$ cat src/design/assert_macros.svh
// Assertion macros used by the top-level RTL file of the convolution unit.
// No dependencies; the synthesis flow defines SYNTH to drop the bodies.
`ifndef ASSERT_MACROS_SVH
`define ASSERT_MACROS_SVH
`ifndef SYNTH
// Same-cycle implication.
`define ASSERT_IMPLIES(label, clk, rst_n, ante, cons) \
	label: assert property (@(posedge clk) disable iff (!rst_n) (ante) |-> (cons)) \
	else $error("assertion failed");
// Next-cycle implication.
`define ASSERT_NEXT(label, clk, rst_n, ante, cons) \
	label: assert property (@(posedge clk) disable iff (!rst_n) (ante) |=> (cons)) \
	else $error("assertion failed");
`else
`define ASSERT_IMPLIES(label, clk, rst_n, ante, cons)
`define ASSERT_NEXT(label, clk, rst_n, ante, cons)
`endif
`endif

$ cat src/design/flc_pkg.sv
// Package of the convolution unit: sizes, payload types, FSM states and
// the command and status groups between controller and datapath. No dependencies.
`timescale 1ns / 1ps

package flc_pkg;

	// Default signal capacity, fixed sample width and result width.
	localparam int MAX_LEN_DEF  = 32;
	localparam int SAMPLE_WIDTH = 16;
	localparam int OUT_WIDTH    = 37;

	// One input request.
	typedef struct packed {
		logic                           req_type;
		logic signed [SAMPLE_WIDTH-1:0] sample;
		logic                           last;
	} in_req_t;

	// One result request.
	typedef struct packed {
		logic signed [OUT_WIDTH-1:0] conv_value;
		logic                        last_out;
		logic                        truncated;
	} out_res_t;

	// Controller states.
	typedef enum logic [1:0] {
		ST_LOAD,
		ST_ROW,
		ST_ISSUE,
		ST_DRAIN
	} state_t;

	// Commands from the controller to the datapath.
	typedef struct packed {
		logic load;
		logic row_init;
		logic issue;
		logic emit;
	} cmd_t;

	// Status from the datapath to the controller.
	typedef struct packed {
		logic complete;
		logic row_end;
		logic pipe_empty;
		logic run_last;
		logic out_free;
	} status_t;

endpackage

$ cat src/design/flc_ram.sv
// Generic single-write, single-read RAM with registered read data.
// No dependencies.
`timescale 1ns / 1ps

module flc_ram #(
	parameter int WIDTH = 16,
	parameter int DEPTH = 32
) (
	input  logic                     clk,
	input  logic                     we,
	input  logic [$clog2(DEPTH)-1:0] waddr,
	input  logic [WIDTH-1:0]         wdata,
	input  logic [$clog2(DEPTH)-1:0] raddr,
	output logic [WIDTH-1:0]         rdata
);

	logic [WIDTH-1:0] mem_q [DEPTH];

	// Write port and registered read port.
	always_ff @(posedge clk) begin
		if (we) begin
			mem_q[waddr] <= wdata;
		end
		rdata <= mem_q[raddr];
	end

endmodule

$ cat src/design/flc_ctrl.sv
// Controller of the convolution unit: sequences loading, row setup,
// multiply-accumulate issue and result hand-off. Depends on flc_pkg.
`timescale 1ns / 1ps

module flc_ctrl (
	input  logic             clk,
	input  logic             arst_n,
	input  logic             in_valid,
	output logic             in_ready,
	input  flc_pkg::status_t status,
	output flc_pkg::cmd_t    cmd
);

	flc_pkg::state_t state_q;
	flc_pkg::state_t state_d;

	// State register.
	always_ff @(posedge clk or negedge arst_n) begin
		if (!arst_n) begin
			state_q <= flc_pkg::ST_LOAD;
		end else begin
			state_q <= state_d;
		end
	end

	// Next state and commands.
	always_comb begin
		state_d  = state_q;
		cmd      = '0;
		in_ready = 1'b0;
		unique case (state_q)
			flc_pkg::ST_LOAD: begin
				in_ready = 1'b1;
				if (in_valid) begin
					cmd.load = 1'b1;
					if (status.complete) begin
						state_d = flc_pkg::ST_ROW;
					end
				end
			end
			flc_pkg::ST_ROW: begin
				cmd.row_init = 1'b1;
				state_d      = flc_pkg::ST_ISSUE;
			end
			flc_pkg::ST_ISSUE: begin
				cmd.issue = 1'b1;
				if (status.row_end) begin
					state_d = flc_pkg::ST_DRAIN;
				end
			end
			flc_pkg::ST_DRAIN: begin
				// Wait for the last product to land, then hand the sum over.
				if (status.pipe_empty && status.out_free) begin
					cmd.emit = 1'b1;
					state_d  = status.run_last ? flc_pkg::ST_LOAD : flc_pkg::ST_ROW;
				end
			end
			default: begin
				state_d = flc_pkg::ST_LOAD;
			end
		endcase
	end

endmodule

$ cat src/design/flc_datapath.sv
// Datapath of the convolution unit: sample stores, counts and flags, index
// counters, the multiply-accumulate pipeline and the output register.
// Depends on flc_pkg and flc_ram.
`timescale 1ns / 1ps

module flc_datapath #(
	parameter int MAX_LEN = flc_pkg::MAX_LEN_DEF
) (
	input  logic              clk,
	input  logic              arst_n,
	input  flc_pkg::in_req_t  in_data,
	input  flc_pkg::cmd_t     cmd,
	output flc_pkg::status_t  status,
	output logic              out_valid,
	input  logic              out_ready,
	output flc_pkg::out_res_t out_data
);

	localparam int SW = flc_pkg::SAMPLE_WIDTH;
	localparam int OW = flc_pkg::OUT_WIDTH;
	localparam int AW = $clog2(MAX_LEN);
	localparam int CW = $clog2(MAX_LEN + 1);
	localparam int IW = $clog2(2 * MAX_LEN);

	// Run state.
	logic [CW-1:0] first_count_q;
	logic [CW-1:0] second_count_q;
	logic          first_done_q;
	logic          second_done_q;
	logic          overflow_q;

	// Output index and per-row indexes into the two stores.
	logic [IW-1:0] i_q;
	logic [AW-1:0] j_q;
	logic [AW-1:0] k_q;

	// Multiply-accumulate pipeline.
	logic                   rd_s1;
	logic                   v_s2;
	logic signed [2*SW-1:0] prod_s2;
	logic        [OW-1:0]   acc_q;

	// Output register.
	logic               out_valid_q;
	flc_pkg::out_res_t  out_q;

	// Store ports.
	logic          first_we;
	logic          second_we;
	logic [SW-1:0] first_rd;
	logic [SW-1:0] second_rd;

	// Row bounds.
	logic [IW-1:0] n1m1;
	logic [IW-1:0] n2m1;
	logic [IW-1:0] lo;
	logic [IW-1:0] hi;
	logic [IW-1:0] k0;
	logic [IW-1:0] total_m1;

	logic first_full;
	logic second_full;
	logic drop;

	// Load decisions for the incoming request.
	always_comb begin
		first_full  = (first_count_q == CW'(MAX_LEN));
		second_full = (second_count_q == CW'(MAX_LEN));
		first_we    = cmd.load && !in_data.req_type && !first_done_q && !first_full;
		second_we   = cmd.load && in_data.req_type && !second_done_q && !second_full;
		drop        = cmd.load && (in_data.req_type ? (!second_done_q && second_full)
		                                            : (!first_done_q && first_full));
	end

	// Row bounds of the current output.
	always_comb begin
		n1m1     = IW'(first_count_q) - IW'(1);
		n2m1     = IW'(second_count_q) - IW'(1);
		lo       = (i_q >= n2m1) ? (i_q - n2m1) : '0;
		hi       = (i_q < n1m1) ? i_q : n1m1;
		k0       = i_q - lo;
		total_m1 = n1m1 + n2m1;
	end

	// Status toward the controller.
	always_comb begin
		status.complete   = in_data.req_type ? (first_done_q && (second_done_q || in_data.last))
		                                     : (second_done_q && (first_done_q || in_data.last));
		status.row_end    = (IW'(j_q) == hi);
		status.pipe_empty = !rd_s1 && !v_s2;
		status.run_last   = (i_q == total_m1);
		status.out_free   = !out_valid_q || out_ready;
	end

	// Sample stores.
	flc_ram #(
		.WIDTH (SW),
		.DEPTH (MAX_LEN)
	) u_first_store (
		.clk   (clk),
		.we    (first_we),
		.waddr (first_count_q[AW-1:0]),
		.wdata (in_data.sample),
		.raddr (j_q),
		.rdata (first_rd)
	);

	flc_ram #(
		.WIDTH (SW),
		.DEPTH (MAX_LEN)
	) u_second_store (
		.clk   (clk),
		.we    (second_we),
		.waddr (second_count_q[AW-1:0]),
		.wdata (in_data.sample),
		.raddr (k_q),
		.rdata (second_rd)
	);

	// Counts, flags, output index, pipeline valids and output valid.
	always_ff @(posedge clk or negedge arst_n) begin
		if (!arst_n) begin
			first_count_q  <= '0;
			second_count_q <= '0;
			first_done_q   <= 1'b0;
			second_done_q  <= 1'b0;
			overflow_q     <= 1'b0;
			i_q            <= '0;
			rd_s1          <= 1'b0;
			v_s2           <= 1'b0;
			out_valid_q    <= 1'b0;
		end else begin
			rd_s1 <= cmd.issue;
			v_s2  <= rd_s1;
			if (first_we) begin
				first_count_q <= first_count_q + CW'(1);
			end
			if (second_we) begin
				second_count_q <= second_count_q + CW'(1);
			end
			if (drop) begin
				overflow_q <= 1'b1;
			end
			if (cmd.load && in_data.last) begin
				if (in_data.req_type) begin
					second_done_q <= 1'b1;
				end else begin
					first_done_q <= 1'b1;
				end
			end
			if (cmd.emit) begin
				out_valid_q <= 1'b1;
				if (status.run_last) begin
					// Run finished: the stores count as empty again.
					first_count_q  <= '0;
					second_count_q <= '0;
					first_done_q   <= 1'b0;
					second_done_q  <= 1'b0;
					overflow_q     <= 1'b0;
					i_q            <= '0;
				end else begin
					i_q <= i_q + IW'(1);
				end
			end else if (out_ready) begin
				out_valid_q <= 1'b0;
			end
		end
	end

	// Indexes, product, accumulator and result payload.
	always_ff @(posedge clk) begin
		if (cmd.row_init) begin
			j_q <= lo[AW-1:0];
			k_q <= k0[AW-1:0];
		end else if (cmd.issue) begin
			j_q <= j_q + AW'(1);
			k_q <= k_q - AW'(1);
		end
		prod_s2 <= $signed(first_rd) * $signed(second_rd);
		if (cmd.row_init) begin
			acc_q <= '0;
		end else if (v_s2) begin
			acc_q <= acc_q + {{(OW - 2*SW){prod_s2[2*SW-1]}}, prod_s2};
		end
		if (cmd.emit) begin
			out_q.conv_value <= acc_q;
			out_q.last_out   <= status.run_last;
			out_q.truncated  <= overflow_q;
		end
	end

	assign out_valid = out_valid_q;
	assign out_data  = out_q;

endmodule

$ cat src/design/full_linear_convolution_unit.sv
// Loading: one input request per cycle while no run is being computed; inputs stall meanwhile.
// Each result of a run takes a row setup, issues its products into the pipeline, drains the
// read, multiply and add stages, then waits for a free output register to hand the sum over.
// Reset (arst_n low) empties both signals and drops any pending result.
// Depends on flc_pkg, flc_ctrl, flc_datapath and assert_macros.svh.
`timescale 1ns / 1ps
`include "assert_macros.svh"

module full_linear_convolution_unit #(
	parameter int MAX_LEN = flc_pkg::MAX_LEN_DEF
) (
	input  logic              clk,
	input  logic              arst_n,
	input  logic              in_valid,
	output logic              in_ready,
	input  flc_pkg::in_req_t  in_data,
	output logic              out_valid,
	input  logic              out_ready,
	output flc_pkg::out_res_t out_data
);

	flc_pkg::cmd_t    cmd;
	flc_pkg::status_t status;

	// Controller.
	flc_ctrl u_ctrl (
		.clk      (clk),
		.arst_n   (arst_n),
		.in_valid (in_valid),
		.in_ready (in_ready),
		.status   (status),
		.cmd      (cmd)
	);

	// Datapath.
	flc_datapath #(
		.MAX_LEN (MAX_LEN)
	) u_datapath (
		.clk       (clk),
		.arst_n    (arst_n),
		.in_data   (in_data),
		.cmd       (cmd),
		.status    (status),
		.out_valid (out_valid),
		.out_ready (out_ready),
		.out_data  (out_data)
	);

	// A result is only moved into the output register when it has room.
	`ASSERT_IMPLIES(a_emit_has_room, clk, arst_n, cmd.emit, status.out_free)
	// The final result of a run reopens the input side.
	`ASSERT_NEXT(a_last_reopens, clk, arst_n, cmd.emit && status.run_last, in_ready)
	// The request that completes a run closes the input side.
	`ASSERT_NEXT(a_start_closes, clk, arst_n, in_valid && in_ready && status.complete, !in_ready)
	// Every issued read enters the multiply-accumulate pipeline.
	`ASSERT_NEXT(a_issue_fills, clk, arst_n, cmd.issue, !status.pipe_empty)

endmodule
$ cat config.mk
export PLATFORM = sky130hd
export DESIGN_NAME = full_linear_convolution_unit
export DESIGN_NICKNAME = d
export VERILOG_FILES = /design/src/design/flc_pkg.sv /design/src/design/flc_ram.sv /design/src/design/flc_ctrl.sv /design/src/design/flc_datapath.sv /design/src/design/full_linear_convolution_unit.sv
export VERILOG_INCLUDE_DIRS = /design/src /design/src/design
export SDC_FILE = /design/constraint.sdc
export NUM_CORES = 2
export LEC_CHECK = 0
export BUFFER_PORTS_ARGS = -buffer_cell sky130_fd_sc_hd__buf_2
export CAP_MARGIN = 20
export CORE_ASPECT_RATIO = 1.5
export CORE_MARGIN = 1.5
export CORE_UTILIZATION = 45
export CTS_CLUSTER_DIAMETER = 40
export CTS_CLUSTER_SIZE = 14
export DETAILED_ROUTE_END_ITERATION = 8
export HOLD_SLACK_MARGIN = 0.12
export MAX_ROUTING_LAYER = met4
export PLACE_DENSITY_LB_ADDON = 0.15
export SLEW_MARGIN = 20
export SYNTH_ARGS = -nofsm -noshare
export SYNTH_HDL_FRONTEND = slang
export SYNTH_SLANG_ARGS = --single-unit
$ cat constraint.sdc
create_clock -name clk -period 6.97 [get_ports clk]
set_clock_uncertainty 0.05 [all_clocks]
set_input_delay 1.394 -clock clk [delete_from_list [all_inputs] [get_ports clk]]
set_output_delay 1.394 -clock clk [all_outputs]
set_load 0.005 [all_outputs]
; ---- Word-level counts from Yosys, hierarchy flattened
; Memory sizes are Yosys's and may differ from the RTL's. A register that Yosys moved wholly into a read port is not among the register bits.
; Index checks and enable logic that the tools add are counted.
[totals]
input_bits = 22
mem_bits_rw = 1024
out_inout_bits = 41
ff_bits = 144
latchBits = 0
mem_count = 2
romBits = 0
[memory_table]
columns = memory, words, word_bits, read_ports, rd_clocked_by_memory_dff, wr, line
row1 = u_datapath.u_first_store.mem_q, 32, 16, 1, 1, 1, flc_ram.sv:17  ; logic [WIDTH-1:0] mem_q [DEPTH];
row2 = u_datapath.u_second_store.mem_q, 32, 16, 1, 1, 1, flc_ram.sv:17
[classes]
n_eq_ne = 11
mux = 45
n_shift = 0
magnitude_cmp = 2
bitwise = 0
multipliers = 1
n_reduce_logical = 29
div = 0
addsub = 11
[ops]
columns = operator, count
row1 = 6-bit two-way mux, 8
row2 = 37-bit adder, 1
row3 = 16-bit by 16-bit multiplier with 32-bit output, 1
row4 = 1-bit two-way mux, 27
row5 = 5-bit two-way mux, 5
row6 = "6-bit by 1-bit adder with 6-bit output, second input constant", 3
row7 = 1-bit logical AND, 14
row8 = "6-bit == test, second input constant", 2
row9 = "6-bit by 1-bit subtractor with 6-bit output, second input constant", 2
row10 = 5-bit subtractor, 2
row11 = 1-bit zero test, 8
row12 = 2-bit two-way mux, 4
row13 = 2-bit one-hot mux with 4 select lines, 1
row14 = 6-bit adder, 1
row15 = 5-bit by 6-bit == test with 1-bit output, 1
row16 = 6-bit == test, 1
row17 = 6-bit >= comparator, 1
row18 = 6-bit less-than comparator, 1
row19 = "2-bit inequality test, second input constant", 3
row20 = "5-bit by 1-bit adder with 5-bit output, second input constant", 1
row21 = "5-bit by 1-bit subtractor with 5-bit output, second input constant", 1
row22 = "2-bit == test, second input constant", 2
row23 = 4-bit AND reduction, 1
row24 = 2-bit nonzero test, 2
row25 = 4 further kinds, 6

; ---- Depth between registers and ports, before layout
[depth]
ltp_word = 8
mapped_depth = 24
mapped_depth_nobuf = 23

; ---- By module
; Synthesis repeated with hierarchy kept, for this count alone.
[unflattened]
hier_cells = 4114
hier_area_um2 = 58584.9
[modules_own_cells]
columns = module, instances, area_per_inst_um2, cells_each
row1 = flc_ram, 2, 20535.9, 1143
row2 = flc_datapath, 1, 17312.9, 1808
row3 = flc_ctrl, 1, 200.2, 20

; ---- Worst setup path before layout
; OpenSTA, ideal clock, no wires.
[synth_path]
path_kind = flip-flop to flip-flop
start = reg u_datapath.u_first_store.rdata[15] (read register of u_datapath.u_first_store.mem_q)
end = reg u_datapath.prod_s2[31]
n_path_buf = 2
synth_period_minus_slack_ns = 5.856
path_slack_ns = 1.114
t_required_ns = 6.829
path_stages_with_launch = 20
arrival_ns = 5.715
cell_sequence = dfxtp_1 clkbuf_1 nand2_1 fa_1 inv_1 fa_1 fa_1 fa_1 fa_1 inv_1 fa_1 inv_1 ha_1 clkbuf_1 nand4_1 nor3_1 o21ai_0 and2_1 o211a_1 a311oi_1
[synth_via]
elab_chain_len = 1
[synth_rtl]
columns = item, line
row1 = "start, declared", flc_ram.sv:14  ; output logic [WIDTH-1:0] rdata
row2 = 16-bit by 16-bit multiplier with 32-bit output, flc_datapath.sv:179  ; prod_s2 <= $signed(first_rd) * $signed(second_rd);
row3 = "end signal, assigned", flc_datapath.sv:179
row4 = "end, declared", flc_datapath.sv:40  ; logic signed [2*SW-1:0] prod_s2;
; Every way passes these cells.
; A chain may end at the register's enable or synchronous reset.

; ---- Final worst setup path
[layout_path]
start = reg u_datapath.u_second_store.rdata[1] (read register of u_datapath.u_second_store.mem_q)
end = reg u_datapath.prod_s2[30]
[layout_via]
elab_chain_len = 1
[layout_rtl]
columns = item, line
row1 = "start, declared", flc_ram.sv:14
row2 = 16-bit by 16-bit multiplier with 32-bit output, flc_datapath.sv:179
; Every way passes these cells.

==> impl_metrics.json <==
{
  "numCtsBuffers": 131,
  "core_region_area_um2": 126700,
  "initial_core_util": 0.4536,
  "synth-main-ff-cell": "edfxtp_1",
  "finalHoldViolCount": 0,
  "cpMaxStageDelayCell": "dfxtp_1",
  "worst_ep_required_time_ps": 7630,
  "cts.clk_slew.worst_paths_ps": 70,
  "tns_ps": 0,
  "synth_commonest_cells": "edfxtp_1, inv_1, mux4_2, fa_1, nand2_1",
  "path_class": "flip-flop to flip-flop",
  "timing.final.crit_share": 0.9266,
  "cts_root_buffer": "clkbuf_16",
  "post_cts_buffers": 0,
  "syn_area_um2": 57480,
  "grt_pass1_vias": 31490,
  "clockBufferDepth": 3,
  "status": "finished, final reports clean",
  "synthCells": 3482,
  "finalCriticalPeriod_ps": 6458,
  "clock-sinks": 1200,
  "maxCapViolCount": 0,
  "cpMostUsedCell": "fa_1",
  "die_area_um2": 129900,
  "insertion_delay_ps": 780,
  "end_kind": "flip-flop",
  "die_x_um": 294.8,
  "top_layer_used": "met4",
  "synth-edff-count": 1073,
  "dr_total_vias": 29620,
  "ys_ff_latch": 1200,
  "setup_viol": 0,
  "wl_um": 133700,
  "synthDistinctLibCells": 75,
  "fmaxAchievable_mhz": 154.8,
  "crit_fanout": 16,
  "syn_nets": 3924,
  "gp_congestion": 0.8767,
  "grt_max_degree": 131,
  "ant_nets": 0,
  "overflow": 0,
  "htree_levels": 4,
  "wl_met2_um": 72570,
  "cp_num_buf_inv": 3,
  "hpwl_um": 87410,
  "ctsHoldBuffers": 0,
  "io_pins": 63,
  "min_path_type": "flip-flop to flip-flop",
  "wl_met1_um": 52900,
  "drv_slew": 0,
  "cp_data_arrival_time_ps": 7120,
  "num_rows": 160,
  "met3_length_um": 5020,
  "viasPerCell": 5.456,
  "max_stage_delay_ps": 720,
  "startpoint_type": "flip-flop",
  "cts_tree": "yes",
  "yosysSeqAreaShare": 0.6070,
  "fp.dieH_um": 440.7,
  "synth.top_cell.area_share": 0.5605,
  "cts_resized": 0,
  "finalNetCount": 4076,
  "drt-pass1-iter-count": 5,
  "antenna_found_initial": 5,
  "syn_avg_cell_area_um2": 16.51,
  "syn_to_final_growth_pct": 12.33,
  "synth-async-reset-ratio": 0.02167,
  "drc": 0,
  "ys_warn_count": 0,
  "yosysMostFrequentCell": "edfxtp_1",
  "cp_cell_sequence": "nand2_1 > fa_1 > fa_1 > fa_1 > inv_1 > fa_1 > fa_1 > inv_1 > fa_1 > inv_1 > ha_1 > nand2_1 > o21ai_0 > or4_1 > a221oi_1 > a211o_1 > a21oi_1 > nor4_1 > nand3b_1",
  "yosysTopAreaCell": "edfxtp_1",
  "slew_headroom": 0.2857,
  "worstMarginPinSlew_ps": 1071,
  "rsz0062_at_grt": "no",
  "grt_pass1_wl_um": 201600,
  "cp_top_family": "adder cells",
  "grt.total_usage": 0.2189,
  "wl_per_cell_um": 24.63,
  "io_buffers": 62,
  "drive_above_1_share": 0.2057,
  "drt_iter0_markers": 2113,
  "yosys-top-cells-area": "edfxtp_1, mux4_2, fa_1"
}
[path summary, 6_finish.rpt]
check | depth (start not counted) | start | slack [ps] | endpoint
min in group asynchronous | 1 | arst_n | 600 | u_datapath.first_done_q
setup reg to reg | 19 | u_datapath.u_second_store.rdata[1] | 510 | u_datapath.prod_s2[30]
hold reg to reg | 0 | u_datapath.rd_s1 | 330 | u_datapath.v_s2
max in group asynchronous | 1 | arst_n | 5790 | u_datapath.v_s2
setup / recovery | 19 | u_datapath.u_second_store.rdata[1] | 510 | u_datapath.prod_s2[30]
hold / removal | 0 | u_datapath.rd_s1 | 330 | u_datapath.v_s2
[per-layer routing]
metal  up-vias  GRT usage
met5         -          -
met4         0    0.06360
met3       190    0.02869
met2       597     0.3846
met1     15610     0.2635
li1      13220          -
[sequential cells by signal, summed over array words and instances (netlist names)]
name and cells:
u_ctrl.state_q 2, u_datapath.acc_q 37, u_datapath.first_count_q 6, u_datapath.first_done_q 1
u_datapath.i_q 6, u_datapath.j_q 5, u_datapath.k_q 5, u_datapath.out_data 39
u_datapath.out_valid 1, u_datapath.overflow_q 1, u_datapath.prod_s2 32, u_datapath.rd_s1 1
u_datapath.second_count_q 6, u_datapath.second_done_q 1, u_datapath.u_first_store.mem_q 512, u_datapath.u_first_store.rdata 16
u_datapath.u_second_store.mem_q 512, u_datapath.u_second_store.rdata 16, u_datapath.v_s2 1
[worst reg2reg max path, stage by stage (launching register included)]
cell	delay, ps
dfxtp_1	720
nand2_1	170
fa_1	550
fa_1	540
fa_1	510
inv_1	50
fa_1	490
fa_1	490
inv_1	50
fa_1	470
inv_1	40
ha_1	340
nand2_1	100
o21ai_0	100
or4_1	440
a221oi_1	560
a211o_1	260
a21oi_1	100
nor4_1	250
nand3b_1	140
[through the flow]
stage / hold WS, ps / instances / instance area, um^2 / util / setup WS, ps
final: 328.6 / 5428 / 64570 / 0.5095 / 511.8
after global routing: 346.4 / 5426 / 64570 / 0.5095 / 128.3
after CTS: 328.5 / 5425 / 64560 / 0.5095 / 492.8
after detailed placement: 313.1 / 5202 / 60230 / 0.4753 / 481.1
after global placement: 311.3 / 5202 / 60220 / 0.4752 / 609.4
after floorplan: 304.8 / 3482 / 57480 / - / 1114
[kinds of logic (layout without fill, tap and decap cells)]
kind of cell,Yosys count,after routing,share of synthesized area
xor gates and xnor gates,95,95,0.01471
other,0,3,0
buffers and inverters,479,721,0.03174
AOI/OAI and AO/OA,265,265,0.03047
muxes,372,372,0.1352
and+or+nand+nor,651,651,0.05464
DFF,1200,1200,0.6070
adders and majority gates,420,420,0.1262
[cell usage in the layout, fill, tap and decap left out, drive strengths merged, types with 77 or more instances in the layout]
master  netlist  routed
a21oi        77      77
and2        125     125
buf          39     166
clkbuf      108     147
dfxtp       101     101
edfxtp     1073    1073
fa          266     266
ha          154     154
inv         332     362
mux4        320     320
nand2       210     210
nor2        158     158
[area by class of cell]
class                      instances  area, um^2
multi-input combinational       1803       20810
antenna                            3       7.507
clock inverter                    76       932.1
timing repair buffer             166        1146
sequential                      1200       34890
inverter                         332        1246
tap                             1701        2128
fill                           10440       62150
clock buffer                     147        3402
Power is left out: the tool's default activity adds up to more than one toggle a clock period on the data nets, which glitch-free logic cannot reach.
